$ cat config.mk
export PLATFORM = sky130hd
export DESIGN_NAME = isle_ctrl
export DESIGN_NICKNAME = d
export VERILOG_FILES = /design/src/design/assert_macros.svh /design/src/design/isle_pkg.sv /design/src/design/isle_ctrl.sv
export SDC_FILE = /design/constraint.sdc
export NUM_CORES = 1
export LEC_CHECK = 0
export BUFFER_PORTS_ARGS = -buffer_cell sky130_fd_sc_hd__buf_2
export CORE_AREA = 10 10 47 49
export CTS_BUF_LIST = sky130_fd_sc_hd__clkbuf_8
export CTS_CLUSTER_DIAMETER = 120
export DETAILED_ROUTE_END_ITERATION = 7
export DIE_AREA = 0 0 57 59
export HOLD_SLACK_MARGIN = 0.02
export SLEW_MARGIN = 20
export SYNTH_ARGS = -nofsm -noshare
export SYNTH_HDL_FRONTEND = slang
export SYNTH_SLANG_ARGS = --single-unit
$ cat constraint.sdc
create_clock -name clk -period 2.4 [get_ports clk]
set_clock_uncertainty 0.2 [all_clocks]
set_input_delay 0.24 -clock clk [delete_from_list [all_inputs] [get_ports clk]]
set_output_delay 0.24 -clock clk [all_outputs]
set_load 0.03 [all_outputs]
$ cat src/design/assert_macros.svh
// Assertion macros used by the top-level design file.
`ifndef ASSERT_MACROS_SVH
`define ASSERT_MACROS_SVH

// A condition that holds at every clock edge outside reset.
`define ASSERT_ALWAYS(label, clk, rst, cond, msg) \
  label: assert property (@(posedge clk) disable iff (rst) (cond)) else $error(msg);

// A condition that implies another in the following clock cycle.
`define ASSERT_NEXT(label, clk, rst, ante, cons, msg) \
  label: assert property (@(posedge clk) disable iff (rst) (ante) |=> (cons)) else $error(msg);

`endif

$ cat src/design/isle_pkg.sv
package isle_pkg;

  // Default list capacity in elements.
  localparam int CAPACITY_DEF = 1024;

  // Field widths of one transaction.
  localparam int CMD_W    = 3;
  localparam int POS_W    = 11;
  localparam int VAL_W    = 32;
  localparam int STAT_W   = 2;
  localparam int COUNT_W  = 11;
  localparam int IN_W     = 48;
  localparam int OUT_W    = 48;

  typedef enum logic [CMD_W-1:0] {
    CMD_INSERT    = 3'd0,
    CMD_REMOVE    = 3'd1,
    CMD_GET       = 3'd2,
    CMD_PUSH_HEAD = 3'd3,
    CMD_PUSH_TAIL = 3'd4,
    CMD_POP_HEAD  = 3'd5,
    CMD_POP_TAIL  = 3'd6,
    CMD_CLEAR     = 3'd7
  } cmd_t;

  typedef enum logic [STAT_W-1:0] {
    STAT_OK    = 2'd0,
    STAT_RANGE = 2'd1,
    STAT_EMPTY = 2'd2,
    STAT_FULL  = 2'd3
  } status_t;

  typedef enum logic [2:0] {
    ST_IDLE,
    ST_PLAN,
    ST_READ,
    ST_CAPT,
    ST_MOVE,
    ST_PUT,
    ST_COMMIT,
    ST_RESP
  } state_t;

  // Commands from the controller to the datapath.
  typedef struct packed {
    logic load;
    logic plan;
    logic rd_tgt;
    logic capture;
    logic move;
    logic put;
    logic commit;
  } dp_cmd_t;

  // Status from the datapath to the controller.
  typedef struct packed {
    logic ok;
    logic need_read;
    logic is_ins;
    logic move_done;
  } dp_stat_t;

endpackage

$ cat src/design/isle_ctrl.sv
module isle_ctrl (
  input  logic                clk,
  input  logic                rst,
  input  logic                s_tvalid,
  output logic                s_tready,
  output logic                m_tvalid,
  input  logic                m_tready,
  input  isle_pkg::dp_stat_t  stat,
  output isle_pkg::dp_cmd_t   cmd
);
  import isle_pkg::*;

  state_t state, state_next;

  always_ff @(posedge clk) begin
    if (rst) begin
      state <= ST_IDLE;
    end else begin
      state <= state_next;
    end
  end

  // Next state.
  always_comb begin
    state_next = state;
    case (state)
      ST_IDLE:   if (s_tvalid) state_next = ST_PLAN;
      ST_PLAN: begin
        if (!stat.ok) begin
          state_next = ST_COMMIT;
        end else if (stat.need_read) begin
          state_next = ST_READ;
        end else if (stat.is_ins) begin
          state_next = ST_MOVE;
        end else begin
          state_next = ST_COMMIT;
        end
      end
      ST_READ:   state_next = ST_CAPT;
      ST_CAPT:   state_next = ST_MOVE;
      ST_MOVE: begin
        if (stat.move_done) begin
          state_next = stat.is_ins ? ST_PUT : ST_COMMIT;
        end
      end
      ST_PUT:    state_next = ST_COMMIT;
      ST_COMMIT: state_next = ST_RESP;
      ST_RESP:   if (m_tready) state_next = ST_IDLE;
      default:   state_next = ST_IDLE;
    endcase
  end

  // Outputs.
  always_comb begin
    cmd         = '0;
    s_tready    = 1'b0;
    m_tvalid    = 1'b0;
    case (state)
      ST_IDLE: begin
        s_tready = 1'b1;
        cmd.load = s_tvalid;
      end
      ST_PLAN:   cmd.plan = 1'b1;
      ST_READ:   cmd.rd_tgt = 1'b1;
      ST_CAPT:   cmd.capture = 1'b1;
      ST_MOVE:   cmd.move = 1'b1;
      ST_PUT:    cmd.put = 1'b1;
      ST_COMMIT: cmd.commit = 1'b1;
      ST_RESP:   m_tvalid = 1'b1;
      default:   cmd = '0;
    endcase
  end

endmodule

# [Word level (Yosys, flattened, before mapping)]
# Cells that the tools add are included.
[totals] reg_bits=3 latch_bits=0 mem_bits_rw=0 rom_bits=0 wordCells=30 n_memories=0
[op_classes] addsub=0 n_mul=0 div=0 magnitude_cmp=0 n_eq_ne=10 n_shift=0 n_mux=17 bitwise=0 n_reduce_logical=2
[ops] operator="$pmux W3 S8" n=1
[ops] operator="$mux W3" n=5
[ops] operator="$eq A3 B3 Y1 const B" n=4
[ops] operator="$mux W1" n=9
[ops] operator="$eq A3 B2 Y1 const B" n=2
[ops] operator="$ne A2 B2 Y1 const B" n=3
[ops] operator="$mux W2" n=2
[ops] operator="$eq A3 B1 Y1 const B" n=1
[ops] operator="$logic_not A3 Y1" n=1
[ops] operator="$reduce_and A3 Y1" n=1

# [Longest topological paths before layout]
# Gate-level depths: netlist of the first run.
[depth] ltp_word=4 depth_mapped=4 mapped_depth_nobuf=3

# [Least setup slack after synthesis of the first run]
# Ideal clock, no wire load.
[synth_timing] path_type="register to output" from="register state[2]" to="output cmd[6] (netlist bit)" arrival_ps=1648 slack_ps=312 stages_incl_launch_ff=4 path_buffers=1 cell_sequence="dfxtp_1 buf_4 nor3_1 and2_1"
[synth_lines] element="from (decl)" line_no="isle_ctrl.sv:13" text="state_t state, state_next;"
[synth_lines] element="from (signal assigned)" line_no="isle_ctrl.sv:19" text="state <= state_next;"
[synth_lines] element="to (decl)" line_no="isle_ctrl.sv:9" text="output isle_pkg::dp_cmd_t cmd"

==> results of run 1 <==
-- layer usage --
layer	track usage	vias to the layer above
li1	-	179
met1	0.05721	144
met2	0.07132	12
met3	0.04506	0
met4	0.01007	0
met5	0	-
-- power by group through the flow --
stage	logic, mW	clock network, mW	registers [mW]
floorplan	0.284	0	0.0858
global placement	0.289	0	0.129
detailed placement	0.291	0	0.131
CTS	0.292	0.145	0.130
global route	0.316	0.151	0.138
finish	0.289	0.140	0.129
-- cell usage in the layout (no fill, tap or decap), drive strengths merged --
cell,count
buf,16
inv,5
nor3,4
nand2,4
nor2,3
clkbuf,3
dfxtp,3
a21oi,2
and3,2
or2,2
and2,1
a211o,1
nor4,1
and4b,1
nor4b,1
nand4b,1
o2111ai,1
o22ai,1
nand3,1
nand2b,1
a31o,1
a311o,1
a311oi,1
-- cell type report --
class / instances / area [um^2] / area share
Clock buffer: 3 / 41.29 / 0.09735
Clock inverter: 1 / 3.754 / 0.008850
Inverter: 4 / 15.01 / 0.03540
Multi-Input combinational cell: 30 / 203.9 / 0.4808
Sequential cell: 3 / 60.06 / 0.1416
Tap cell: 16 / 20.02 / 0.04720
Timing Repair Buffer: 16 / 80.08 / 0.1888
-- stage by stage --
step / hold WS, ns / total power [mW]
floorplan: 0.1079 / 0.3701
global placement: 0.2569 / 0.4178
detailed placement: 0.2549 / 0.4219
CTS: 0.03850 / 0.5661
global route: 0.04619 / 0.6051
finish: 0.04248 / 0.5591
-- critical path, cell delays in order (launching register included) --
cell and delay [ns]:
sky130_fd_sc_hd__dfxtp_1 0.57, sky130_fd_sc_hd__nand2_1 0.18, sky130_fd_sc_hd__nor2_1 0.12, sky130_fd_sc_hd__buf_2 0.21
-- path summary, 6_finish.rpt --
path	start	end	slack (ns)	cells after the start
worst max-delay path	state[0]	cmd[3]	0.68	3
worst min-delay path	rst	state[2]	0.04	2
worst max register to register	state[0]	state[2]	0.80	3
worst min register to register	state[2]	state[2]	0.51	2
-- kinds of logic (layout without fill, tap and decap cells) --
family	after synthesis	in the layout	share of synthesized area
AND/OR/NAND/NOR	22	22	0.4468
buffers and inverters	7	24	0.1352
flip-flops	3	3	0.1967
AO/OA/AOI/OAI	8	8	0.2213
==> results by stage, run 1 <==
Timing:
- The worst slew margin relative to its limit is 0.7012.
- For this run, the top clock speed supported by timing is 0.5805 GHz.
- After layout, the worst setup slack is 0.6774 ns.
- Setup violations remaining at the end of the flow were counted as 0.
- The total count of hold-check failures in the final report is 0.
- The summed negative setup slack over all endpoints is 0 ns.
- The total count of max-transition violations in the final report was 0.
- The clock period minus worst slack is 1.723 ns.
- Setup repair after global routing left no endpoint under its margin.
- The final period utilization is 0.7177.
- The slew at the pin closest to its max-slew limit is 0.4475 ns.

Clock network:
- The maximum level of the CTS H-tree is 1.
- The clock net in this run drives a total of 3 sinks.
- The longest clock path from root to sink contains 2 buffers.
- The master cell of the clock root buffer is sky130_fd_sc_hd__clkbuf_8.
- The clock reaches the later pin of the worst-skew pair after 0.21 ns.
- TritonCTS built the clock tree.
- Gates resized during post-CTS repair numbered 0.
- The number of clock buffers added by TritonCTS is 3.
- The clock-pin slew on the worst setup and hold paths is 0.03 ns.
- The post-CTS setup buffer count is 0.
- The number of hold buffers added after cts is 0.

Synthesis:
- The mean area per synthesized cell is 7.632 um^2.
- Sorting the synthesized cells by area gives the leading types as sky130_fd_sc_hd__dfxtp_1 20%, sky130_fd_sc_hd__nor3_1 6.6%, sky130_fd_sc_hd__a311oi_2 4.9%, sky130_fd_sc_hd__buf_4 4.9%, sky130_fd_sc_hd__nand2_1 4.9%.
- The share of synthesized area in the top cell type comes to 0.1967.
- The most used flip-flop cell after synthesis is sky130_fd_sc_hd__dfxtp_1.
- The Yosys step of the flow raised 0 warnings.
- The count of different cell masters after synthesis is 26.
- By count the netlist is led by 4 x sky130_fd_sc_hd__nand2_1, 4 x sky130_fd_sc_hd__nor3_1, 3 x sky130_fd_sc_hd__dfxtp_1, 3 x sky130_fd_sc_hd__inv_1, 3 x sky130_fd_sc_hd__nor2_1.
- The count of state elements after synthesis is 3.
- The top cell type by total area after synthesis is sky130_fd_sc_hd__dfxtp_1.
- The cell count after synthesis is 40.
- Of the synthesized area, sequential elements account for 0.1967.
- The area of the mapped netlist is 305.3 um^2.
- The fraction of registers with async set or reset after synthesis is 0.
- The number of synthesized flops with an enable pin is 0.
- The total nets after synthesis is 48.

Finish:
- The count of antenna diodes in the layout is 0.
- More flip-flops sit in one register than any other, and that register is state.
- In the final layout, the registers with the most flip-flops are state x3.
- The flip-flop count of the largest register after layout is 3.
- Summing all non-filler instances in the final layout gives an area of 424.2 um^2.
- Counting the fill cells in the layout gives 166.
- The number of nets in the layout is 66.
- The final cell count without fillers is 73.
- The signed area change from the synthesized netlist to the final layout is 38.93%.
- The share of the core filled with cells in the final layout is 0.3027.
- The share of final-layout standard cells stronger than drive strength 1 is 0.4211.

Global routing:
- The number of antenna violations at the first check in global routing was 0.
- The pin count of the biggest net entering global routing is 17.
- The number of global-route vias before repair was 333.
- Global routing finished with a remaining overflow of 0.
- For this run, the total global-route usage over all layers was measured as 0.05106.
- The first global-routing pass estimated 1428 um of wire.

Power:
- Cell internal power was estimated by the tool at 0.2894 mW.
- The leakage power of the design is 0.2083 nW.
- Of the total power, the share spent switching nets is 0.4824.
- Summed over all nets, the switching power comes to 0.2698 mW.
- Across the VDD grid, the largest voltage drop is 404.7 uV.
- The share of total power dissipated in combinational logic is 0.518.
- The clock network fraction of total power is 0.251.
- The proportion of power drawn by flip-flops and latches is 0.231.
- Power spread over the standard cell area amounts to 1318 nW/um^2.

Placement:
- At the end of routability-driven placement, the weighted congestion stood at 0.7235.
- Detailed placement finished with a half-perimeter wire length of 694.7 um.
- OpenSTA, run right after detailed placement, puts the worst setup slack at 0.8360 ns.
- The placed cell area is 379.1 um^2.
- In this run, placement finished with an instance count of 69.
- Port buffering added 16 buffers.

Drt:
- The DRC violation total after the first TritonRoute iteration is 6.
- For this run, design rule violations remaining after detail routing come to 0.
- In this run the remaining antenna-violating nets after routing total 0.
- The met3 wire length is 126 um.
- Dividing the detail-routed wire length by the instance count gives 12.04 um.
- The total length of routed met2 wires is 349 um.
- The highest metal layer carrying signal wires in the routed design is met3.
- Dividing the detail-routed via count by the number of cells gives 4.589.
- The final layout contains routed wiring with a total length of 879 um.
- The length of routed wiring on met1 is 403 um.
- The total iterations of the first detailed-routing run is 3.
- For this block, the via count after detailed routing is 335.

Worst hold path:
- The class of the tightest hold or removal check is input port to flop.

Worst setup path:
- The kind of start point of the critical path is a flop.
- The required time at the worst-slack endpoint is 1.96 ns.
- STA classifies the critical path endpoint as a primary output.
- The data arrival at the endpoint of the critical path is 1.28 ns.
- In this run the worst path has a maximum fanout of 13.
- By startpoint and endpoint, the worst setup path is classified as flop to primary output.

Floorplanning:
- The die width is 57 um.
- The full die area is 3363 um^2.
- The vertical extent of the die is 59 um.
- The region available for standard cell placement spans 1401 um^2.
- The effective utilization at floorplan is 0.2179.
- The initialized floorplan defines 14 standard-cell rows.
- During I/O placement, the number of pins put on the boundary was 17.

Job:
- The tool flagged a number of max-cap violations equal to 0.

Run status:
- The run finished with clean final reports.
No activity file was read; power rests on OpenSTA's default activity.
==> inputs of run 2 (changes only) <==
Settings changed: ABC_AREA set to 1.
Clock period 2.4 ns to 1.6 ns, I/O delays scaled along.
==> run 2 against run 1 <==
Against the previous run:
- first-iteration DRC count down 50%
- power is 85% higher
- synthesized cell count rose by 43%
- sequential share of layout area is 0.98 points lower
- utilization rose by 4.3 points
- largest power group unchanged
- critical endpoint is now cmd[6]
- sequential power grew 49%
==> results by stage, run 2 <==
Worst setup path:
- The largest single stage delay on the critical path is 0.43 ns.
- At the worst endpoint, the required time is 1.24 ns.
- Together, buffers and inverters on the worst path number 2.
- The worst setup path is launched from a flop.
- The critical path goes through inv_1, nand2_1, nor2_1, buf_2.
- The start-to-end type of the worst setup path is flop to primary output.
- In this design, the largest share of critical-path delay is due to flip-flops.
- On the critical path, the stage with the largest delay is an instance of sky130_fd_sc_hd__dfxtp_2.
- Along the worst path, the maximum fanout reaches 11.
- The worst setup path is captured at a primary output.
- At the worst endpoint, the arrival time is 1.12 ns.

Synthesis:
- Sorting the synthesized cells by area gives the leading types as sky130_fd_sc_hd__dfxtp_1 18%, sky130_fd_sc_hd__nand3_2 15%, sky130_fd_sc_hd__inv_1 13%, sky130_fd_sc_hd__nor2_1 13%, sky130_fd_sc_hd__nand2_1 12%.
- The mean area per synthesized cell is 5.971 um^2.
- Synthesis inferred 3 register bits.
- The primary flip-flop cell chosen by synthesis mapping is sky130_fd_sc_hd__dfxtp_1.
- For this run, the number of Yosys warnings is 0.
- The proportion of synthesized chip area in sequential cells is 0.1765.
- The cell area that synthesis handed to floorplanning was 340.3 um^2.
- Ranked by instance count, the synthesized netlist is headed by 12 x sky130_fd_sc_hd__inv_1, 12 x sky130_fd_sc_hd__nor2_1, 11 x sky130_fd_sc_hd__nand2_1, 5 x sky130_fd_sc_hd__nand3_2, 3 x sky130_fd_sc_hd__dfxtp_1.
- The count of different cell masters after synthesis is 17.
- Counting flops with a built-in enable in the synthesized netlist gives 0.
- The share of synthesized area in the top cell type comes to 0.1765.
- The total nets after synthesis is 65.
- The cell count after synthesis is 57.
- Summed over all instances, the cell type with the most area after synthesis is sky130_fd_sc_hd__dfxtp_1.
- The fraction of registers with async set or reset after synthesis is 0.

Drt:
- After detailed routing, the average wire length per cell comes to 9.333 um.
- The length of routed wiring on met1 is 405 um.
- In the detailed route, the total length drawn on met2 is 331 um.
- The post-detailed-route count of antenna-violating nets is 0.
- In this run, the number of DRC markers left after iteration 0 of detailed routing was 3.
- After detailed routing, no signal wire sits above met4.
- The met3 wire length is 123 um.
- For this run, design rule violations remaining after detail routing come to 0.
- The routed design has 868 um of wire.
- The total iterations of the first detailed-routing run is 2.
- The total via count in the routed design is 371.
- In the routed layout, each cell is associated on average with a via count of 3.989.

Global routing:
- The number of antenna violations at the first check in global routing came to 0.
- The number of global-route vias before repair was 381.
- The first global-routing pass estimated 1621 um of wire.
- The overall global routing resource usage is 0.06063.
- Entering global routing, the biggest net connects 12 pins.
- Global routing finished with a remaining overflow of 0.

Finish:
- The share of final-layout standard cells stronger than drive strength 1 is 0.4545.
- The signed area change from the synthesized netlist to the final layout is 42.28%.
- The flip-flop count of the largest register after layout is 3.
- The number of nets in the layout is 86.
- Leaving out fill and tap cells, the most frequent cell in the layout is sky130_fd_sc_hd__buf_2.
- More flip-flops sit in one register than any other, and that register is state.
- After the flow finishes, the layout carries non-filler instances totaling 93.
- 0 antenna diodes ended up in the layout.
- The share of the core filled with cells in the final layout is 0.3455.
- The top cell types in the final layout, fill and taps aside, are 15 x sky130_fd_sc_hd__buf_2, 13 x sky130_fd_sc_hd__inv_1, 12 x sky130_fd_sc_hd__nor2_1, 11 x sky130_fd_sc_hd__nand2_1, 5 x sky130_fd_sc_hd__nand3_2.
- In the final layout, the registers with the most flip-flops are state x3.

Worst hold path:
- The class of the tightest hold or removal check is input port to flop.

Placement:
- Once placement completed, the tool counted placed cells totaling 88.
- The pre-CTS worst setup slack is 0.1968 ns.
- The count of input and output buffers is 16.
- After legalization and detailed placement, the total HPWL measured 727.7 um.
- At the end of routability-driven placement, the weighted congestion stood at 0.8121.

Floorplanning:
- The die covers 3363 um^2.
- In this run the core area contains 14 standard-cell rows.
- The number of top-level design ports is 17.
- The floorplan step defined a core boundary enclosing 1401 um^2.
- The effective utilization at floorplan is 0.2429.
- Measured along the y axis, the die boundary spans 59 um.
- From left edge to right edge, the die measures 57 um.

Timing:
- The total count of hold-check failures in the final report is 0.
- The worst path in the final design needs a cycle of 1.478 ns, including I/O delays and setup.
- The total setup violations reported at the end of the flow is 0.
- The slew at the pin closest to its max-slew limit is 0.2055 ns.
- The worst slew margin relative to its limit is 0.8630.
- The summed negative setup slack over all endpoints is 0 ns.
- The final period utilization is 0.9238.
- The highest attainable clock frequency is 0.6765 GHz.
- The total count of max-transition violations in the final report is 0.
- Across all hold checks on the routed design, the worst slack comes to 0.1427 ns.
- The setup slack of the critical path after layout is 0.1219 ns.
- Setup repair after global routing left no endpoint under its margin.

Run status:
- The flow ran to the end, and the final reports show no timing, DRC or antenna violations.

Power:
- The leakage power of the design is 0.3023 nW.
- The power density over the cells is 2132 nW/um^2.
- Across the VDD grid, the largest voltage drop is 599.0 uV.

Clock network:
- Counting every sink on the clock net gives 3.
- The clock-pin slew on the worst setup and hold paths is 0.03 ns.
- TritonCTS built the clock tree.
- The insertion delay of the later-clocked pin in the worst-skew pair is 0.21 ns.
- The master cell of the clock root buffer is sky130_fd_sc_hd__clkbuf_8.
- Buffers inserted during clock tree synthesis total 3.
- In this run the number of H-tree levels came out at 1.
- Counting along the longest clock path gives a buffer depth of 2.

Job:
- The max capacitance violation total is 0.
## run 2: cell types whose count changed after synthesis, sizes merged, moves of 2 or more
| cell | before | now |
|---|---|---|
| and3 | 2 | 0 |
| buf | 3 | 1 |
| inv | 4 | 13 |
| nand2 | 4 | 13 |
| nand3 | 1 | 6 |
| nor2 | 3 | 14 |
| nor3 | 4 | 1 |
| or2 | 2 | 0 |
## run 2: what timing repair did
item                                   CTS  global route
setup endpoints to repair                2             1
setup buffers                            0             0
hold buffers                             1             0
endpoints found under the hold margin    1             0
gates resized for setup                  1             3
pin swaps                                0             0
## run 2: tightest hold or removal path: stages
cell                      delay (ns)
sky130_fd_sc_hd__buf_2          0.09
sky130_fd_sc_hd__nand2_1        0.04
sky130_fd_sc_hd__nand2_1        0.05
sky130_fd_sc_hd__a21oi_1        0.06
sky130_fd_sc_hd__nor2_1         0.08
sky130_fd_sc_hd__nor2_1         0.04
## run 2: logic make-up after synthesis
group | count (synthesis) | synth area share
AND/OR/NAND/NOR | 35 | 0.5367
buffers and inverters | 16 | 0.2316
flip-flops | 3 | 0.1765
AO/OA/AOI/OAI | 3 | 0.05515
## run 2: routing by layer
layer,GRT usage,up-vias
li1,-,207
met1,0.06332,147
met2,0.08217,15
met3,0.05365,2
met4,0.03020,0
met5,0,-
## run 2: path summary, 6_finish.rpt
path	start	to	slack [ns]	cells after the start
worst min register to register	state[0]	state[2]	0.49	4
worst min-delay path	stat[2]	state[2]	0.14	6
worst max-delay path	state[2]	cmd[6]	0.12	4
worst max register to register	state[0]	state[1]	0.41	5
## run 2: cell type report
cell class / count / area (um^2)
fillers: 175 / 917.1
well taps: 16 / 20.02
clock buffers: 3 / 41.29
repair buffers: 18 / 100.1
flip-flops and latches: 3 / 63.81
clock inverters: 1 / 3.754
inverters: 14 / 53.80
multi-input cells: 38 / 201.4
## run 2: power by group
part / internal, mW / switching (mW)
combinational: 0.210 / 0.419
clock: 0.163 / 0.0480
sequential: 0.117 / 0.0751
total: 0.490 / 0.542
## run 2: stage by stage
step | instance area (um^2) | total power [mW]
final | 484.2 | 1.032
after global placement | 422.9 | 0.8142
after detailed placement | 422.9 | 0.8181
after floorplan | 340.3 | 0.7087
after CTS | 479.2 | 1.041
after global routing | 484.2 | 1.142
==> inputs of run 3 (changes only) <==
Settings changed: CELL_PAD_IN_SITES_DETAIL_PLACEMENT set to 0, CELL_PAD_IN_SITES_GLOBAL_PLACEMENT set to 2, CORE_AREA 10 10 47 49 to not set, CORE_ASPECT_RATIO set to 0.9, CORE_MARGIN set to 10, CORE_UTILIZATION set to 21, DIE_AREA 0 0 57 59 to not set, PLACE_DENSITY_LB_ADDON set to 0.1, TNS_END_PERCENT set to 20.
==> run 3 against run 2 <==
Against the previous run:
- combinational power shrank 4.3%
- first-iteration DRC count increased by 100%
- sequential cell count is the same
- die area increased by 8.0%
- sequential share of layout area increased by 0.45 points
- final area grew 0.52%
- maximum frequency shrank 1.7%
- largest cell class unchanged
==> results by stage, run 3 (synthesis results as in run 2) <==
Worst setup path:
- The data arrival at the endpoint of the critical path is 1.14 ns.
- The worst setup path is launched from a flop.
- In this run the register-to-register setup slack is 0.37 ns.
- The worst setup path is captured at a primary output.
- In this run the worst path has a maximum fanout of 8.
- The required time at the worst-slack endpoint is 1.24 ns.
- The start-to-end type of the worst setup path is flop to primary output.

Timing:
- In the finished design, the share of the clock period the worst path needs comes to 0.9402.
- The highest attainable clock frequency is 0.6647 GHz.
- The total count of hold-check failures in the final report is 0.
- The worst slew margin relative to its limit is 0.8562.
- The total count of max-transition violations in the final report is 0.
- Summed over all failing endpoints, the final setup total negative slack is 0 ns.
- The worst path in the final design needs a cycle of 1.504 ns, including I/O delays and setup.
- Setup violations remaining at the end of the flow were counted as 0.
- The slew at the pin closest to its max-slew limit is 0.2156 ns.
- Setup repair after global routing left no endpoint under its margin.

Clock network:
- The master cell of the clock root buffer is sky130_fd_sc_hd__clkbuf_8.
- The total number of clock tree sinks is 3.
- The longest clock path from root to sink contains 2 buffers.
- The number of setup buffers added after CTS is 0.
- Clock latency on the worst-skew pair, taken at its later pin, is 0.22 ns.
- The total CTS buffers is 3.
- The maximum level of the CTS H-tree is 1.
- TritonCTS built the clock tree.
- The clock-pin slew on the worst setup and hold paths is 0.03 ns.

Drt:
- The DRC violation total after the first TritonRoute iteration is 6.
- The post-detailed-route count of antenna-violating nets is 0.
- In the final routed layout, each cell accounts on average for 9.643 um.
- The final wirelength is 945 um.
- For this run, the detailed router's first-pass iteration total came to 2.
- The total via count in the routed design is 370.
- The routed via count divided by cell count is 3.776.
- After detailed routing, the number of remaining DRC violations is 0.

Power:
- The total power is 1.031 mW.
- The leakage power of the design is 0.2969 nW.
- The power density over the cells is 2118 nW/um^2.
- IR analysis of the VDD net gives a maximum drop of 710.8 uV.

Global routing:
- The number of global-route vias before repair is 368.
- The number of antenna violations at the first check in global routing is 0.
- The pin count of the biggest net entering global routing is 12.
- The overall global routing resource usage is 0.05759.
- The first global-routing pass estimated 1656 um of wire.
- The overflow left after global routing is 0.

Floorplanning:
- The full die area is 3633 um^2.
- The die is 62.44 um wide.
- The number of top-level design ports is 17.
- The effective utilization at floorplan is 0.2299.
- The row count is 13.
- The total area inside the core boundary comes to 1480 um^2.
- The vertical extent of the die is 58.19 um.

Placement:
- The final weighted congestion of routability-driven global placement is 0.6557.
- Detailed placement ended at an HPWL of 816 um.
- The count of buffers added on input and output ports is 16.

Finish:
- The number of antenna diodes in the final layout is 0.
- Leaving out fill and tap cells, the most frequent cell in the layout is sky130_fd_sc_hd__buf_2.
- The library cells used most frequently in the layout, excluding fill and tap cells, are 15 x sky130_fd_sc_hd__buf_2, 13 x sky130_fd_sc_hd__inv_1, 12 x sky130_fd_sc_hd__nor2_1, 11 x sky130_fd_sc_hd__nand2_1, 5 x sky130_fd_sc_hd__nand3_2.
- In the final layout, the share of cells above drive strength 1 is 0.4474.
- From synthesis to final layout, the design area changed by 43.01%.
- The flip-flop count of the largest register after layout is 3.
- The largest registers in the layout are state x3.
- The register name with the most flops is state.
- The number of nets in the layout is 85.
- The number of filler cells placed in the layout is 186.

Worst hold path:
- The class of the tightest hold or removal check is input port to flop.

Job:
- The max capacitance violation total is 0.

Run status:
- The flow ran to the end, and the final reports show no timing, DRC or antenna violations.
## run 3: layout make-up
class	instances	area (um^2)	area share
inverters	14	53.80	0.1105
clock buffers	3	41.29	0.08483
well taps	22	27.53	0.05656
repair buffers	17	92.59	0.1902
multi-input cells	38	201.4	0.4139
clock inverters	1	3.754	0.007712
flip-flops and latches	3	66.31	0.1362
## run 3: per-stage QoR
| stage | cells | hold WS [ns] | worst slack (ns) | utilization | cell area [um^2] |
|---|---|---|---|---|---|
| floorplan | 57 | 0.02687 | 0.05383 | - | 340.3 |
| global placement | 93 | 0.1410 | 0.1375 | 0.2857 | 422.9 |
| detailed placement | 93 | 0.1423 | 0.1514 | 0.2857 | 422.9 |
| CTS | 98 | 0.1529 | 0.03027 | 0.3246 | 480.5 |
| global route | 98 | 0.1626 | 0.01632 | 0.3288 | 486.7 |
| finish | 98 | 0.1373 | 0.09566 | 0.3288 | 486.7 |
## run 3: per-layer routing
metal | up-vias | track usage | part of all wire
li1 | 208 | - | -
met1 | 150 | 0.06568 | 0.48
met2 | 10 | 0.08333 | 0.44
met3 | 2 | 0.02303 | 0.054
met4 | 0 | 0.04777 | 0.026
met5 | - | 0 | 0
## run 3: what timing repair did
item | in CTS | in global routing
resized for setup | 2 | 3
setup endpoints to repair | 5 | 2
hold endpoints to repair | 1 | 0
hold buffers | 1 | 0
## run 3: worst max-delay path, cell delays in order, from the launching register on
cell and delay (ns):
sky130_fd_sc_hd__dfxtp_4 0.37, sky130_fd_sc_hd__inv_1 0.12, sky130_fd_sc_hd__nand2_1 0.10, sky130_fd_sc_hd__nor2_1 0.12
sky130_fd_sc_hd__buf_2 0.21
## run 3: path summary, 6_finish.rpt
path	cells past startpoint	startpoint	end
hold / removal	6	stat[2]	state[2]
hold reg to reg	4	state[0]	state[2]
setup / recovery	4	state[0]	cmd[0]
setup reg to reg	5	state[2]	state[1]
## run 3: power breakdown
group	internal [mW]	switching [mW]	total, mW
sequential	0.121	0.0920	0.213
clock	0.163	0.0512	0.215
combinational	0.197	0.406	0.603
